`src/rtl/core/gbdc_pkg.sv`:
```
// ----------------------------------------------------------------------------
// gbdc_pkg
// Shared types and constants of the gyro bias dead band calibrator.
// ----------------------------------------------------------------------------
`default_nettype none

package gbdc_pkg;

  localparam int unsigned RawW    = 16;
  localparam int unsigned RateW   = 21;
  localparam int unsigned CfgIdxW = 2;
  localparam int unsigned CfgDatW = 16;

  localparam logic [CfgIdxW-1:0] CfgRateScale = 2'd0;
  localparam logic [CfgIdxW-1:0] CfgCalibCount = 2'd1;
  localparam logic [CfgIdxW-1:0] CfgThreshold = 2'd2;

  localparam logic [15:0] RateScaleRst  = 16'd500;
  localparam logic [7:0]  CalibCountRst = 8'd50;
  localparam logic [7:0]  ThresholdRst  = 8'd0;

  localparam logic CmdMeasure   = 1'b0;
  localparam logic CmdCalibrate = 1'b1;

  localparam logic [1:0] LastAxis = 2'd2;
  localparam logic [4:0] LastStep = 5'd31;

  typedef enum logic [3:0] {
    ST_IDLE,
    ST_MEAS1,
    ST_MEAS2,
    ST_CAL1,
    ST_CAL2,
    ST_FMUL1,
    ST_FMUL2,
    ST_FSQ_INIT,
    ST_FSQ,
    ST_FDEV_INIT,
    ST_FDEV,
    ST_FOFF_INIT,
    ST_FOFF,
    ST_FSTORE,
    ST_EMIT
  } gbdc_state_e;

  typedef struct packed {
    logic       load_in;
    logic       meas_mul;
    logic       meas_fin;
    logic       cal_sq;
    logic       cal_acc;
    logic       fin_mul1;
    logic       fin_mul2;
    logic       sqrt_init;
    logic       sqrt_step;
    logic       div_init_dev;
    logic       div_init_off;
    logic       div_step;
    logic       store_dev;
    logic       store_off;
    logic       load_out;
    logic [1:0] axis;
  } gbdc_cmd_t;

  typedef struct packed {
    logic run_full;
  } gbdc_sts_t;

endpackage

`default_nettype wire

```
`src/rtl/core/gbdc_ctrl.sv`:
```
// ----------------------------------------------------------------------------
// gbdc_ctrl
// Sequencer: measure and calibrate steps, per-axis finish loop, result slot.
// ----------------------------------------------------------------------------
`default_nettype none

module gbdc_ctrl (
  input  wire logic                clk_i,
  input  wire logic                rst_ni,
  input  wire logic                in_valid_i,
  input  wire logic                in_command_i,
  output      logic                in_ready_o,
  output      logic                out_valid_o,
  input  wire logic                out_ready_i,
  output      gbdc_pkg::gbdc_cmd_t cmd_o,
  input  wire gbdc_pkg::gbdc_sts_t sts_i
);

  gbdc_pkg::gbdc_state_e state_q, state_d;
  logic [1:0] axis_q;
  logic [4:0] step_q;
  logic       out_valid_q;
  logic       slot_free;

  assign slot_free   = !out_valid_q || out_ready_i;
  assign out_valid_o = out_valid_q;

  always_comb begin
    state_d = state_q;
    unique case (state_q)
      gbdc_pkg::ST_IDLE: begin
        if (in_valid_i) begin
          state_d = (in_command_i == gbdc_pkg::CmdCalibrate) ?
                    gbdc_pkg::ST_CAL1 : gbdc_pkg::ST_MEAS1;
        end
      end
      gbdc_pkg::ST_MEAS1:     state_d = gbdc_pkg::ST_MEAS2;
      gbdc_pkg::ST_MEAS2:     state_d = gbdc_pkg::ST_EMIT;
      gbdc_pkg::ST_CAL1:      state_d = gbdc_pkg::ST_CAL2;
      gbdc_pkg::ST_CAL2: begin
        state_d = sts_i.run_full ? gbdc_pkg::ST_FMUL1 : gbdc_pkg::ST_EMIT;
      end
      gbdc_pkg::ST_FMUL1:     state_d = gbdc_pkg::ST_FMUL2;
      gbdc_pkg::ST_FMUL2:     state_d = gbdc_pkg::ST_FSQ_INIT;
      gbdc_pkg::ST_FSQ_INIT:  state_d = gbdc_pkg::ST_FSQ;
      gbdc_pkg::ST_FSQ: begin
        if (step_q == gbdc_pkg::LastStep) state_d = gbdc_pkg::ST_FDEV_INIT;
      end
      gbdc_pkg::ST_FDEV_INIT: state_d = gbdc_pkg::ST_FDEV;
      gbdc_pkg::ST_FDEV: begin
        if (step_q == gbdc_pkg::LastStep) state_d = gbdc_pkg::ST_FOFF_INIT;
      end
      gbdc_pkg::ST_FOFF_INIT: state_d = gbdc_pkg::ST_FOFF;
      gbdc_pkg::ST_FOFF: begin
        if (step_q == gbdc_pkg::LastStep) state_d = gbdc_pkg::ST_FSTORE;
      end
      gbdc_pkg::ST_FSTORE: begin
        state_d = (axis_q == gbdc_pkg::LastAxis) ? gbdc_pkg::ST_EMIT : gbdc_pkg::ST_FMUL1;
      end
      gbdc_pkg::ST_EMIT: begin
        if (slot_free) state_d = gbdc_pkg::ST_IDLE;
      end
      default: state_d = gbdc_pkg::ST_IDLE;
    endcase
  end

  always_comb begin
    cmd_o      = '0;
    cmd_o.axis = axis_q;
    in_ready_o = 1'b0;
    unique case (state_q)
      gbdc_pkg::ST_IDLE: begin
        in_ready_o    = 1'b1;
        cmd_o.load_in = in_valid_i;
      end
      gbdc_pkg::ST_MEAS1:     cmd_o.meas_mul     = 1'b1;
      gbdc_pkg::ST_MEAS2:     cmd_o.meas_fin     = 1'b1;
      gbdc_pkg::ST_CAL1:      cmd_o.cal_sq       = 1'b1;
      gbdc_pkg::ST_CAL2:      cmd_o.cal_acc      = 1'b1;
      gbdc_pkg::ST_FMUL1:     cmd_o.fin_mul1     = 1'b1;
      gbdc_pkg::ST_FMUL2:     cmd_o.fin_mul2     = 1'b1;
      gbdc_pkg::ST_FSQ_INIT:  cmd_o.sqrt_init    = 1'b1;
      gbdc_pkg::ST_FSQ:       cmd_o.sqrt_step    = 1'b1;
      gbdc_pkg::ST_FDEV_INIT: cmd_o.div_init_dev = 1'b1;
      gbdc_pkg::ST_FDEV: begin
        cmd_o.div_step  = 1'b1;
        cmd_o.store_dev = 1'b0;
      end
      gbdc_pkg::ST_FOFF_INIT: begin
        cmd_o.store_dev    = 1'b1;
        cmd_o.div_init_off = 1'b1;
      end
      gbdc_pkg::ST_FOFF:      cmd_o.div_step     = 1'b1;
      gbdc_pkg::ST_FSTORE:    cmd_o.store_off    = 1'b1;
      gbdc_pkg::ST_EMIT:      cmd_o.load_out     = slot_free;
      default: ;
    endcase
  end

  always_ff @(posedge clk_i or negedge rst_ni) begin
    if (!rst_ni) begin
      state_q     <= gbdc_pkg::ST_IDLE;
      axis_q      <= '0;
      step_q      <= '0;
      out_valid_q <= 1'b0;
    end else begin
      state_q <= state_d;
      if (state_q == gbdc_pkg::ST_CAL2) axis_q <= '0;
      if (state_q == gbdc_pkg::ST_FSTORE) axis_q <= axis_q + 2'd1;
      // restart the iteration count on entry to each loop
      if (state_q == gbdc_pkg::ST_FSQ || state_q == gbdc_pkg::ST_FDEV ||
          state_q == gbdc_pkg::ST_FOFF) begin
        step_q <= step_q + 5'd1;
      end else begin
        step_q <= '0;
      end
      if (cmd_o.load_out) begin
        out_valid_q <= 1'b1;
      end else if (out_ready_i) begin
        out_valid_q <= 1'b0;
      end
    end
  end

  a_load_into_free_slot: assert property (@(posedge clk_i) disable iff (!rst_ni)
    cmd_o.load_out |-> (!out_valid_q || out_ready_i))
    else $error("result loaded over an untaken beat");

  a_loop_starts_at_zero: assert property (@(posedge clk_i) disable iff (!rst_ni)
    (state_q == gbdc_pkg::ST_FSQ && $past(state_q) != gbdc_pkg::ST_FSQ) |-> step_q == 5'd0)
    else $error("sqrt loop entered with stale step count");

  a_short_run_emits: assert property (@(posedge clk_i) disable iff (!rst_ni)
    (state_q == gbdc_pkg::ST_CAL2 && !sts_i.run_full) |=> state_q == gbdc_pkg::ST_EMIT)
    else $error("unfinished calibration item did not go to emit");

  a_finish_ends_on_last_axis: assert property (@(posedge clk_i) disable iff (!rst_ni)
    (state_q == gbdc_pkg::ST_FSTORE && axis_q == gbdc_pkg::LastAxis)
      |=> state_q == gbdc_pkg::ST_EMIT)
    else $error("finish loop overran the last axis");

endmodule

`default_nettype wire

```
`config.mk`:
```
export PLATFORM = sky130hd
export DESIGN_NAME = gbdc_ctrl
export DESIGN_NICKNAME = d
export VERILOG_FILES = /design/src/rtl/core/gbdc_pkg.sv /design/src/rtl/core/gbdc_ctrl.sv
export SDC_FILE = /design/constraint.sdc
export NUM_CORES = 1
export LEC_CHECK = 0
export BUFFER_PORTS_ARGS = -buffer_cell sky130_fd_sc_hd__buf_2
export CORE_ASPECT_RATIO = 1.25
export CORE_MARGIN = 10
export CORE_UTILIZATION = 45
export DETAILED_ROUTE_END_ITERATION = 7
export PLACE_DENSITY = 0.74
export SYNTH_ARGS = -nofsm -noshare
export SYNTH_HDL_FRONTEND = slang
export SYNTH_SLANG_ARGS = --single-unit
```
`constraint.sdc`:
```
create_clock -name clk_i -period 1.6 [get_ports clk_i]
set_input_delay 0.08 -clock clk_i [delete_from_list [all_inputs] [get_ports clk_i]]
set_output_delay 0.08 -clock clk_i [all_outputs]
set_load 0.02 [all_outputs]
```
==> Flow_metrics.wiki <==
{| class="wikitable"
! Metric !! Value
|-
| Syn Std Cell Area || 844.6 sq um
|-
| Share of synthesized cell area in and, or, nand and nor gates || 32.00%
|-
| Number of enable flip-flop cells after synthesis || 0
|-
| Failing checks || negative setup slack
|-
| Fraction of layout cells with a size suffix above 1 || 38.93%
|-
| Largest net degree at the start of global routing || 19
|-
| Leakage power figure || 0.5669 nW
|-
| CP required || 1.75 ns
|-
| Placed cell count || 142
|-
| Number of buffers added on ports || 24
|-
| Hpwl dp || 1605 um
|-
| Worst setup slack after layout || -0.07852 ns
|-
| Aggregate global-route resource usage || 10.37%
|-
| Type of origin of the critical path || register
|-
| CTS tree || yes
|-
| Routed len/inst || 13.47 um
|-
| Number of DRC markers in iteration 0 || 12
|-
| Die X || 58.75 um
|-
| Synth async-reset ratio || 100.0%
|-
| Wire length of the first global-routing pass || 3381 um
|-
| Highest achievable clock rate || 595.8 MHz
|-
| Final setup viols || 2
|-
| Largest vdd supply drop || 0.0002523 V
|-
| Post-synthesis average cell area || 8.798 sq um
|-
| Number of instances in the synthesized netlist || 96
|-
| Filler cell count in the final layout || 156
|-
| Clock buffer count from CTS || 3
|-
| Most frequently used flop master after synthesis || sky130_fd_sc_hd__dfrtp_1
|-
| Largest family of logic cells by synthesized area || simple AND/OR/NAND/NOR gates
|-
| Growth of design area from synthesis to finish || 36.45%
|-
| Residual DRC count || 0
|-
| Minimum period implied by the final worst setup slack || 1.679 ns
|-
| Clock root buffer master || sky130_fd_sc_hd__clkbuf_4
|-
| Register bit count reported by yosys || 12
|-
| Top-level I/O count || 25
|-
| Data arrival time of the critical path || 1.83 ns
|-
| Worst hold slack across all endpoints || 0.1860 ns
|-
| WP buf/inv || 0
|-
| Initial Util || 47.84%
|-
| Diode insertion count for antenna repair || 0
|-
| Detailed-route via count || 796
|-
| Congestion Overflow GR || 0
|-
| Final antenna-violating net count || 0
|-
| Kind of end point of the critical path || register
|-
| Crit Path Category || register to register
|-
| Share of synthesized cell area in full adder, half adder and majority cells || 4.444%
|-
| Fraction of the mapped netlist area in compound gates || 16.59%
|-
| Area taken by flip-flops and latches || 301.5 sq um
|-
| Top Family by Delay on Critical Path || flip-flops
|-
| Layout Cell Area excl Fill || 0.001152 sq mm
|-
| Met2 wire length || 1037 um
|-
| Period utilization || 104.9%
|-
| Insertion delay of the later-clocked pin in the worst-skew pair || 0.27 ns
|-
| First-pass detailed-route iteration total || 4
|-
| Reg clk slew, reported paths || 0.07 ns
|-
| Footprint of the multi-input gates || 526.8 sq um
|-
| Tightest slew margin relative to the limit || 79.74%
|-
| Post-synthesis sequential area ratio || 35.56%
|-
| Number of global-route vias before repair || 814
|-
| Number of warnings issued by yosys || 0
|-
| Die Ht || 68.44 um
|-
| Detail Route met3 WL || 72 um
|-
| Die area || 0.004021 sq mm
|-
| Standard cell with the maximum stage delay on the critical path || sky130_fd_sc_hd__dfrtp_1
|-
| Final-report max-slew violation count || 0
|-
| Max Used Layer || met4
|-
| Final TNS setup || -0.1067 ns
|-
| Overall routed net length || 2021 um
|-
| MaxCap Viol Count || 0
|-
| Number of unique standard cell types used by synthesis || 36
|-
| Final Instance Count excl. Fillers || 150
|-
| Path category of the worst min-delay check || primary input to register
|-
| Number of nets in the synthesized netlist || 105
|-
| Critical path peak fanout || 3
|-
| RSZ-0062 raised after global routing || true
|-
| Net count of the finished layout || 141
|-
| Count of final hold-check violations || 0
|-
| Outcome || finished with violations
|-
| Site Rows || 17
|-
| Routability Congestion || 0.7959
|-
| Maximum clock skew at final layout || 0.003417 ns
|-
| Antenna violations before repair || 0
|-
| P per Cell Area || 475.6 mW/mm^2
|-
| Measured slew at the worst slew-check pin || 0.3039 ns
|-
| Mux cell area share after synthesis || 2.519%
|-
| Fraction of synthesized cell area in xor and xnor cells || 2.074%
|-
| Number of buffers on the longest clock path || 2
|-
| Slowest stage delay, CP || 0.39 ns
|-
| Vias per cell || 5.307
|-
| H-tree lvl count || 1
|-
| TritonCTS sink count || 12
|-
| Floorplan Core Area || 0.001765 sq mm
|-
| Routed met1 length || 883 um
|-
| Crit-path cells || ha_2 -> and3_4 -> ha_4 -> o32ai_4 -> nor2_1 -> mux2_1
|-
| Placed instance area || 0.001077 sq mm
|}
cells by family after synthesis:
kind of cell	after synthesis
simple gates	48
compound gates	17
buf+inv	12
flops	12
mux	2
xor+xnor	2
fa+ha+maj	3
worst paths after layout:
path	start	to	slack [ns]	cells after the start
setup / recovery	step_q[1]	state_q[2]	-0.08	6
max in group asynchronous	rst_ni	state_q[0]	1.16	2
setup reg to reg	step_q[1]	state_q[2]	-0.08	6
min in group asynchronous	rst_ni	out_valid_o	0.21	2
hold / removal	out_ready_i	out_valid_o	0.19	3
hold reg to reg	axis_q[0]	axis_q[0]	0.54	1
per-layer routing:
layer,track usage (%),vias to the layer above
met1,10.35,374
met4,5.172,0
li1,-,401
met5,0,-
met3,2.037,2
met2,19.74,19
flip-flops by register name, summed over array words and instances (netlist names):
register and cells:
axis_q 2, out_valid_o 1, state_q 4, step_q 5
synth_stat cells (4+ instances only):
cell                       instances  area [sq um]
sky130_fd_sc_hd__and2_1            4         25.02
sky130_fd_sc_hd__nand2b_1          5         31.28
sky130_fd_sc_hd__o21ai_0           4         20.02
sky130_fd_sc_hd__nor2_1           12         45.04
sky130_fd_sc_hd__nor2b_1           4         25.02
sky130_fd_sc_hd__nand2_1           5         18.77
sky130_fd_sc_hd__inv_1             5         18.77
sky130_fd_sc_hd__dfrtp_1          12         300.3
sky130_fd_sc_hd__buf_2             4         20.02
sky130_fd_sc_hd__nor3_1            5         25.02
placed cells by master, fill, tap and decap left out, types with 2 or more instances in the layout:
cell,Yosys,final
sky130_fd_sc_hd__buf_2,4,22
sky130_fd_sc_hd__and2_1,4,4
sky130_fd_sc_hd__nor3b_1,2,2
sky130_fd_sc_hd__buf_4,2,14
sky130_fd_sc_hd__nand2b_1,5,5
sky130_fd_sc_hd__a21o_1,2,2
sky130_fd_sc_hd__o21ai_0,4,4
sky130_fd_sc_hd__inv_1,5,5
sky130_fd_sc_hd__a21boi_0,2,2
sky130_fd_sc_hd__dfrtp_1,12,11
sky130_fd_sc_hd__nand3_1,3,3
sky130_fd_sc_hd__a22o_1,3,3
sky130_fd_sc_hd__nor2_1,12,12
sky130_fd_sc_hd__clkbuf_4,0,3
sky130_fd_sc_hd__nand2_1,5,5
sky130_fd_sc_hd__nor2b_1,4,4
sky130_fd_sc_hd__nor3_1,5,5
through the flow:
stage,worst slack (ns),power [W],utilization [%]
2_1_floorplan,-0.04148,0.0003099,-
3_3_place_gp,-0.03249,0.0003210,61.02
3_5_place_dp,-0.07739,0.0003214,61.02
4_1_cts,-0.08359,0.0005569,63.64
5_1_grt,-0.1246,0.0005723,65.27
6_report,-0.07852,0.0005481,65.27
area by class of cell:
type | count | share of cell area [%]
Multi-Input combinational cell | 72 | 45.71
Sequential cell | 12 | 26.17
Timing Repair Buffer | 38 | 21.28
Clock buffer | 4 | 3.149
Tap cell | 19 | 2.063
Inverter | 5 | 1.629
worst reg2reg max path: cells and delay by family (launching register included):
kind,cells,cell delay (ns)
fa+ha+maj,2,0.36
mux,1,0.31
flops,1,0.39
simple gates,2,0.28
compound gates,1,0.24
power by group:
group	leakage (nW)	switching [W]	internal (W)
registers	0.151	0.0000000000000000000475	0.000303
logic	0.395	0.00000706	0.00000654
clock network	0.0210	0.0000934	0.000138
total	0.567	0.000100	0.000448
what timing repair did:
item	CTS	global route
pin swaps	0	2
setup buffers	0	3
endpoints found under the hold margin	12	0
endpoints found under the setup margin	2	12
resized for setup	0	3
hold buffers	1	0
(Power assumes the default switching activity.)
